[src/rtl/core/mrc_pkg.sv]
`timescale 1ns / 1ps
package mrc_pkg;

   localparam logic [15:0] CRC_INIT = 16'hFFFF;
   localparam logic [15:0] CRC_POLY = 16'hA001;
   localparam logic [7:0]  ERR_MARK = 8'h0E;

   localparam logic FUNC_BYTE = 1'b0;
   localparam logic FUNC_READ = 1'b1;

   typedef struct packed {
      logic       done;
      logic       ok;
      logic [7:0] value;
   } frame_evt_type;

   typedef struct packed {
      logic       is_read;
      logic [3:0] slot;
      logic [7:0] value;
      logic       crc_ok;
      logic       cleared;
   } rsp_type;

   function automatic logic [15:0] crc_byte(input logic [15:0] crc, input logic [7:0] b);
      logic [15:0] c;
      c = crc ^ {8'h00, b};
      for (int i = 0; i < 8; i++) begin
         if (c[0]) begin
            c = (c >> 1) ^ CRC_POLY;
         end else begin
            c = c >> 1;
         end
      end
      return c;
   endfunction

endpackage

[src/rtl/core/mrc_frame.sv]
`timescale 1ns / 1ps
module mrc_frame
   import mrc_pkg::*;
#(
   parameter int FRAME_LEN  = 13,
   parameter int SAMPLE_POS = 8
) (
   input  logic          clock,
   input  logic          reset,
   input  logic          byte_en,
   input  logic          frame_start,
   input  logic [7:0]    rx_byte,
   output frame_evt_type evt
);

   localparam int CW = $clog2(FRAME_LEN);

   logic [CW-1:0] cnt_ff, cnt_in, cnt_cur;
   logic [15:0]   crc_ff, crc_in, crc_cur, crc_next;
   logic [7:0]    smp_ff, smp_in;
   logic          last;

   always_comb begin
      cnt_cur  = frame_start ? '0 : cnt_ff;
      crc_cur  = frame_start ? CRC_INIT : crc_ff;
      crc_next = crc_byte(crc_cur, rx_byte);
      last     = (32'(cnt_cur) == FRAME_LEN - 1);
      smp_in   = (32'(cnt_cur) == SAMPLE_POS) ? rx_byte : smp_ff;
      cnt_in   = last ? '0 : CW'(cnt_cur + 1'b1);
      crc_in   = last ? CRC_INIT : crc_next;

      evt.done  = byte_en && last;
      evt.ok    = (crc_next == 16'h0000);
      evt.value = evt.ok ? smp_in : ERR_MARK;
   end

   always_ff @(posedge clock) begin
      if (reset) begin
         cnt_ff <= '0;
         crc_ff <= CRC_INIT;
         smp_ff <= '0;
      end else if (byte_en) begin
         cnt_ff <= cnt_in;
         crc_ff <= crc_in;
         smp_ff <= smp_in;
      end
   end

endmodule

[src/rtl/core/modbus_response_check_store_top.sv]
`timescale 1ns / 1ps
// modbus rtu response checker with sample store
// request channel: req_valid/req_ready with req_func, req_frame_start,
//   req_rx_byte, req_read_index. func byte feeds one response byte, func read
//   fetches one store slot
// response channel: rsp_valid/rsp_ready with rsp_is_read, rsp_slot,
//   rsp_value, rsp_crc_ok, rsp_store_cleared
// a read gives one response; a byte gives one only when it ends a frame
// path: a taken request is registered in the stage register alongside the
//   synchronous store read, then moves on into the output register
// throughput: one request per cycle while req_ready is high, set by the single
//   store port and the one-byte-per-cycle crc update
// reset: synchronous, clears the byte count, crc, captured sample, write slot
//   and the per-slot valid bits, so every slot reads as zero at once
// stall: while rsp_ready is low the output and one staged response are held;
//   req_ready drops only when both are full
module modbus_response_check_store_top
   import mrc_pkg::*;
#(
   parameter int FRAME_LEN   = 13,
   parameter int SAMPLE_POS  = 8,
   parameter int STORE_DEPTH = 13
) (
   input  logic       clock,
   input  logic       reset,
   input  logic       req_valid,
   output logic       req_ready,
   input  logic       req_func,
   input  logic       req_frame_start,
   input  logic [7:0] req_rx_byte,
   input  logic [3:0] req_read_index,
   output logic       rsp_valid,
   input  logic       rsp_ready,
   output logic       rsp_is_read,
   output logic [3:0] rsp_slot,
   output logic [7:0] rsp_value,
   output logic       rsp_crc_ok,
   output logic       rsp_store_cleared
);

   localparam int SW = $clog2(STORE_DEPTH);

   logic [7:0]             mem [STORE_DEPTH];
   logic [STORE_DEPTH-1:0] vld_ff, vld_in;
   logic [SW-1:0]          ws_ff, ws_in;
   logic [SW-1:0]          raddr;
   logic [7:0]             rd_ff;
   logic                   rdv_ff;
   logic                   s1_valid_ff, s1_valid_in;
   rsp_type                s1_ff, s1_in;
   logic                   out_valid_ff, out_valid_in;
   rsp_type                out_ff, out_in;
   logic                   req_fire, out_free, byte_en, rd_en, wr_en, wrap;
   frame_evt_type          evt;

   mrc_frame #(
      .FRAME_LEN (FRAME_LEN),
      .SAMPLE_POS(SAMPLE_POS)
   ) u_frame (
      .clock      (clock),
      .reset      (reset),
      .byte_en    (byte_en),
      .frame_start(req_frame_start),
      .rx_byte    (req_rx_byte),
      .evt        (evt)
   );

   always_comb begin
      out_free  = !out_valid_ff || rsp_ready;
      req_ready = !s1_valid_ff || out_free;
      req_fire  = req_valid && req_ready;
      byte_en   = req_fire && (req_func == FUNC_BYTE);
      rd_en     = req_fire && (req_func == FUNC_READ);
      wr_en     = evt.done;
      wrap      = (32'(ws_ff) == STORE_DEPTH - 1);
      raddr     = SW'(req_read_index);

      vld_in = vld_ff;
      ws_in  = ws_ff;
      if (wr_en) begin
         if (wrap) begin
            vld_in = '0;
            ws_in  = '0;
         end else begin
            vld_in[ws_ff] = 1'b1;
            ws_in         = SW'(ws_ff + 1'b1);
         end
      end

      s1_in       = s1_ff;
      s1_valid_in = s1_valid_ff;
      if (req_ready) begin
         s1_valid_in = rd_en || wr_en;
         if (rd_en) begin
            s1_in.is_read = 1'b1;
            s1_in.slot    = req_read_index;
            s1_in.value   = '0;
            s1_in.crc_ok  = 1'b0;
            s1_in.cleared = 1'b0;
         end else begin
            s1_in.is_read = 1'b0;
            s1_in.slot    = 4'(ws_ff);
            s1_in.value   = evt.value;
            s1_in.crc_ok  = evt.ok;
            s1_in.cleared = wrap;
         end
      end

      out_in       = out_ff;
      out_valid_in = out_valid_ff;
      if (out_free) begin
         out_valid_in = s1_valid_ff;
         out_in       = s1_ff;
         if (s1_ff.is_read) begin
            out_in.value = rdv_ff ? rd_ff : 8'h00;
         end
      end
   end

   always_ff @(posedge clock) begin
      if (wr_en && !wrap) begin
         mem[ws_ff] <= evt.value;
      end
      if (rd_en) begin
         rd_ff  <= mem[raddr];
         rdv_ff <= (32'(req_read_index) < STORE_DEPTH) && vld_ff[raddr];
      end
   end

   always_ff @(posedge clock) begin
      if (reset) begin
         vld_ff       <= '0;
         ws_ff        <= '0;
         s1_valid_ff  <= 1'b0;
         out_valid_ff <= 1'b0;
      end else begin
         vld_ff       <= vld_in;
         ws_ff        <= ws_in;
         s1_valid_ff  <= s1_valid_in;
         out_valid_ff <= out_valid_in;
      end
   end

   always_ff @(posedge clock) begin
      s1_ff  <= s1_in;
      out_ff <= out_in;
   end

   assign rsp_valid         = out_valid_ff;
   assign rsp_is_read       = out_ff.is_read;
   assign rsp_slot          = out_ff.slot;
   assign rsp_value         = out_ff.value;
   assign rsp_crc_ok        = out_ff.crc_ok;
   assign rsp_store_cleared = out_ff.cleared;

endmodule

[config.mk]
export PLATFORM = sky130hd
export DESIGN_NAME = modbus_response_check_store_top
export DESIGN_NICKNAME = d
export VERILOG_FILES = /design/src/rtl/core/mrc_pkg.sv /design/src/rtl/core/mrc_frame.sv /design/src/rtl/core/modbus_response_check_store_top.sv
export SDC_FILE = /design/constraint.sdc
export NUM_CORES = 1
export LEC_CHECK = 0
export ABC_AREA = 1
export BUFFER_PORTS_ARGS = -buffer_cell sky130_fd_sc_hd__buf_2
export CAP_MARGIN = 20
export CORE_ASPECT_RATIO = 0.75
export CORE_MARGIN = 2
export CORE_UTILIZATION = 56
export DETAILED_ROUTE_END_ITERATION = 16
export PLACE_DENSITY = 0.71
export SLEW_MARGIN = 25
export SYNTH_ARGS = -nofsm -noshare
export SYNTH_HDL_FRONTEND = slang
export SYNTH_HIERARCHICAL = 1
export SYNTH_SLANG_ARGS = --single-unit
[constraint.sdc]
create_clock -name clock -period 5.82 [get_ports clock]
set_input_delay 1.455 -clock clock [delete_from_list [all_inputs] [get_ports clock]]
set_output_delay 1.455 -clock clock [all_outputs]
set_load 0.01 [all_outputs]
==> flow_metrics.py <==
metrics = {
    "status": {
        "status": "finished, final reports clean",
    },
    "clock_tree": {
        "cts_tree": "yes",
        "worstSkewPairLatency_ns": 0.42,
        "root_buffer": "clkbuf_16",
        "cts_buffer_depth": 2,
        "cts.repair.resized": 0,
        "clk_transition_reported_paths_ns": 0.07,
        "htreeDepth": 4,
        "numCtsBuffers": 17,
        "post-cts-setup-buffer-count": 0,
        "hold_buffers": 0,
        "cts_sinks": 190,
    },
    "setup_path": {
        "worstSetupPathType": "input pin to flip-flop",
        "worstSetupStartpointType": "input pin",
        "r2r-end": "s1_ff[9]",
        "r2r_start": "u_frame/crc_ff[3]",
        "rrSetupSlack_ns": 2.23,
        "arrival_ns": 4.94,
        "cp_max_fo": 22,
        "setup.worst_path.end_class": "flip-flop",
        "critPathRequiredTime_ns": 6.11,
        "rr_worst_depth": 19,
    },
    "sta": {
        "finClkSkew_ns": 0.00915,
        "hold_viol": 0,
        "hold_slack_ns": 0.421,
        "finalMaxSlewViolations": 0,
        "grt_setup_unrepaired": "no",
        "clock.fmax_ghz": 0.215,
        "min_period_ns": 4.65,
        "finalSetupTns_ns": 0,
        "max_slew_margin": 0.342,
        "worstMarginPinSlew_ns": 0.984,
        "fin_crit_sh": 0.798,
        "setup-violations-final": 0,
    },
    "yosys": {
        "synth_ff_type": "edfxtp_1",
        "synth_compound_area_frac": 0.0470,
        "ys_seq_area_frac": 0.620,
        "synth_xor_xnor_area_share": 0.0102,
        "synth_area_per_cell_um2": 9.28,
        "ys_ff_latch": 190,
        "synthMuxAreaShare": 0,
        "synthArstFlopShare": 0,
        "synth_top_family_by_area": "simple AND/OR/NAND/NOR gates",
        "netlist_instances": 909,
        "synth_adder_area_share": 0.0104,
        "synth.top_cells.by_area": "edfxtp_1 (51%), nand2_1 (13%), dfxtp_1 (11%)",
        "yosysMostFrequentCell": "nand2_1",
        "synth-edff-count": 143,
        "yosys.area_share.simple": 0.232,
        "yosys.cell_types.count": 36,
        "synth_top_area_cell": "edfxtp_1",
        "yosysTopAreaCellShare": 0.509,
        "synth_area_um2": 8440,
        "yosys_warnings": 6,
        "ys_top_cells_by_count": "nand2_1 (289), edfxtp_1 (143), inv_1 (115), nand3_1 (96), nor2_1 (67)",
    },
    "route": {
        "post_drt_wl_per_cell_um": 15.4,
        "ant_nets": 0,
        "drc": 0,
        "via_count": 6062,
        "drt_wl_total_um": 17800,
        "drtIter0Drc": 509,
        "viasPerCell": 5.24,
        "drt-pass1-iter-count": 5,
    },
    "floorplan": {
        "top_level_ports": 35,
        "row_count": 38,
        "fp.dieArea_um2": 16100,
        "die_h_um": 110,
        "die_x_um": 146,
        "start_util": 0.578,
        "core-area_um2": 14600,
    },
    "placed_design": {
        "dp.cells": 1124,
        "dp_hpwl_um": 11300,
        "gp_congestion": 0.906,
        "place_area_um2": 8750,
        "port_buffers": 34,
    },
    "cells_and_area": {
        "final_area_um2": 9370,
        "fin_nets": 968,
        "fill_cells": 1173,
        "instances_no_fill": 1156,
        "register_area_um2": 5240,
        "antenna_cells": 0,
        "multi_input_area_um2": 2560,
        "drive_above_1_share": 0.0983,
        "area_growth_pct": 11.1,
    },
    "hold_path": {
        "worstHoldStart": "s1_ff[0]",
        "min_delay_worst_endpoint": "rsp_store_cleared",
        "hp-class": "flip-flop to flip-flop",
        "whs_path_depth": 0,
    },
    "power_and_ir_drop": {
        "power_uw": 2870,
        "powerDensity_nw_per_um2": 307,
        "vdd_drop_max_mv": 0.221,
        "p_leak_uw": 0.00418,
    },
    "grt": {
        "grt_pass1_wl_um": 28700,
        "use_met1": 0.334,
        "grt_usage": 0.234,
        "antenna_found_initial": 0,
        "grt_overflow": 0,
        "busiest_layer": "met2",
        "grt_pass1_vias": 5636,
        "use_met3": 0.0436,
        "grt_max_degree": 59,
        "met2_usage": 0.372,
    },
    "run": {
        "drv_cap": 0,
    },
}
[placed cells by master, fill, tap and decap left out, types with 2 or more instances in the layout]
master	count
edfxtp_1	143
inv_2	3
nand4_1	3
xnor2_1	3
nor3_1	4
dfxtp_1	47
clkinv_2	2
o211ai_1	12
buf_2	34
o21ai_1	2
nor2_2	3
ha_1	7
clkbuf_8	2
clkbuf_16	17
nor2_1	67
clkinv_4	3
clkinv_1	2
nand2_1	289
inv_1	115
a21oi_1	22
buf_4	12
clkinvlp_4	3
or2_2	5
o21ai_0	31
xor2_1	5
conb_1	8
nand3_1	96
bufinv_16	3
[stage by stage]
| step | util | worst slack, ns |
|---|---|---|
| after floorplan | - | 1.73 |
| after global placement | 0.600 | 0.998 |
| after detailed placement | 0.600 | 0.822 |
| after CTS | 0.642 | 1.23 |
| after global routing | 0.642 | 0.629 |
| final | 0.642 | 1.17 |
[report_power, final]
part           total [µW]  switching (µW)  internal (µW)  leakage [µW]
Combinational         203             141           61.9       0.00206
Sequential           1480            13.7           1470       0.00182
Clock                1190             489            699      0.000292
[critical path, stage by stage]
cell,delay [ns]
buf_2,0.35
inv_1,0.18
nand2_1,0.10
nand2_1,0.05
nand2_1,0.08
inv_1,0.06
nand2_1,0.05
nand2_1,0.10
inv_1,0.12
nand2_1,0.08
nand2_1,0.08
nand2_1,0.08
nand3_1,0.09
nand2_1,0.07
ha_1,0.35
xor2_2,0.19
nand3_1,0.09
nor2_1,0.11
nand3_1,0.10
nor2_2,0.22
nand3_2,0.18
nor2_1,0.53
nand2_1,0.11
inv_1,0.08
[flip-flops by register name, indices dropped and copies added (netlist names)]
name	count
ws_ff	4
rsp_valid	1
s1_valid_ff	1
vld_ff	13
mem	104
rsp_store_cleared	1
rsp_crc_ok	1
rsp_value	8
rdv_ff	1
u_frame/cnt_ff	4
rd_ff	8
u_frame/crc_ff	16
u_frame/smp_ff	8
s1_ff	15
rsp_is_read	1
rsp_slot	4
[layer usage]
metal | part of all wire | up-vias
met1 | 0.46 | 2852
li1 | - | 2994
met2 | 0.46 | 193
met3 | 0.064 | 23
met5 | 0 | -
met4 | 0.015 | 0
[worst max-delay path by stage]
stage | start | to | cells past startpoint
2_1_floorplan | req_frame_start | s1_ff[2] | 21
3_3_place_gp | req_frame_start | s1_ff[8] | 22
3_5_place_dp | req_frame_start | s1_ff[8] | 24
4_1_cts | req_frame_start | s1_ff[9] | 24
5_1_grt | req_frame_start | s1_ff[9] | 22
6_report | req_frame_start | s1_ff[9] | 24
[cell families (layout without fill, tap and decap cells)]
family | Yosys count | after routing
and+or+nand+nor | 473 | 473
DFF | 190 | 190
buffers and inverters | 158 | 198
AOI/OAI and AO/OA | 71 | 71
xor gates and xnor gates | 9 | 9
adders and majority gates | 7 | 7
other | 1 | 8
[area by class of cell]
cell class,instances,share of cell area
inverters,120,0.0481
well taps,200,0.0267
flip-flops and latches,190,0.559
clock buffers,19,0.0483
multi-input cells,568,0.273
clock inverters,13,0.0174
repair buffers,46,0.0278
(Power assumes the default switching activity.)
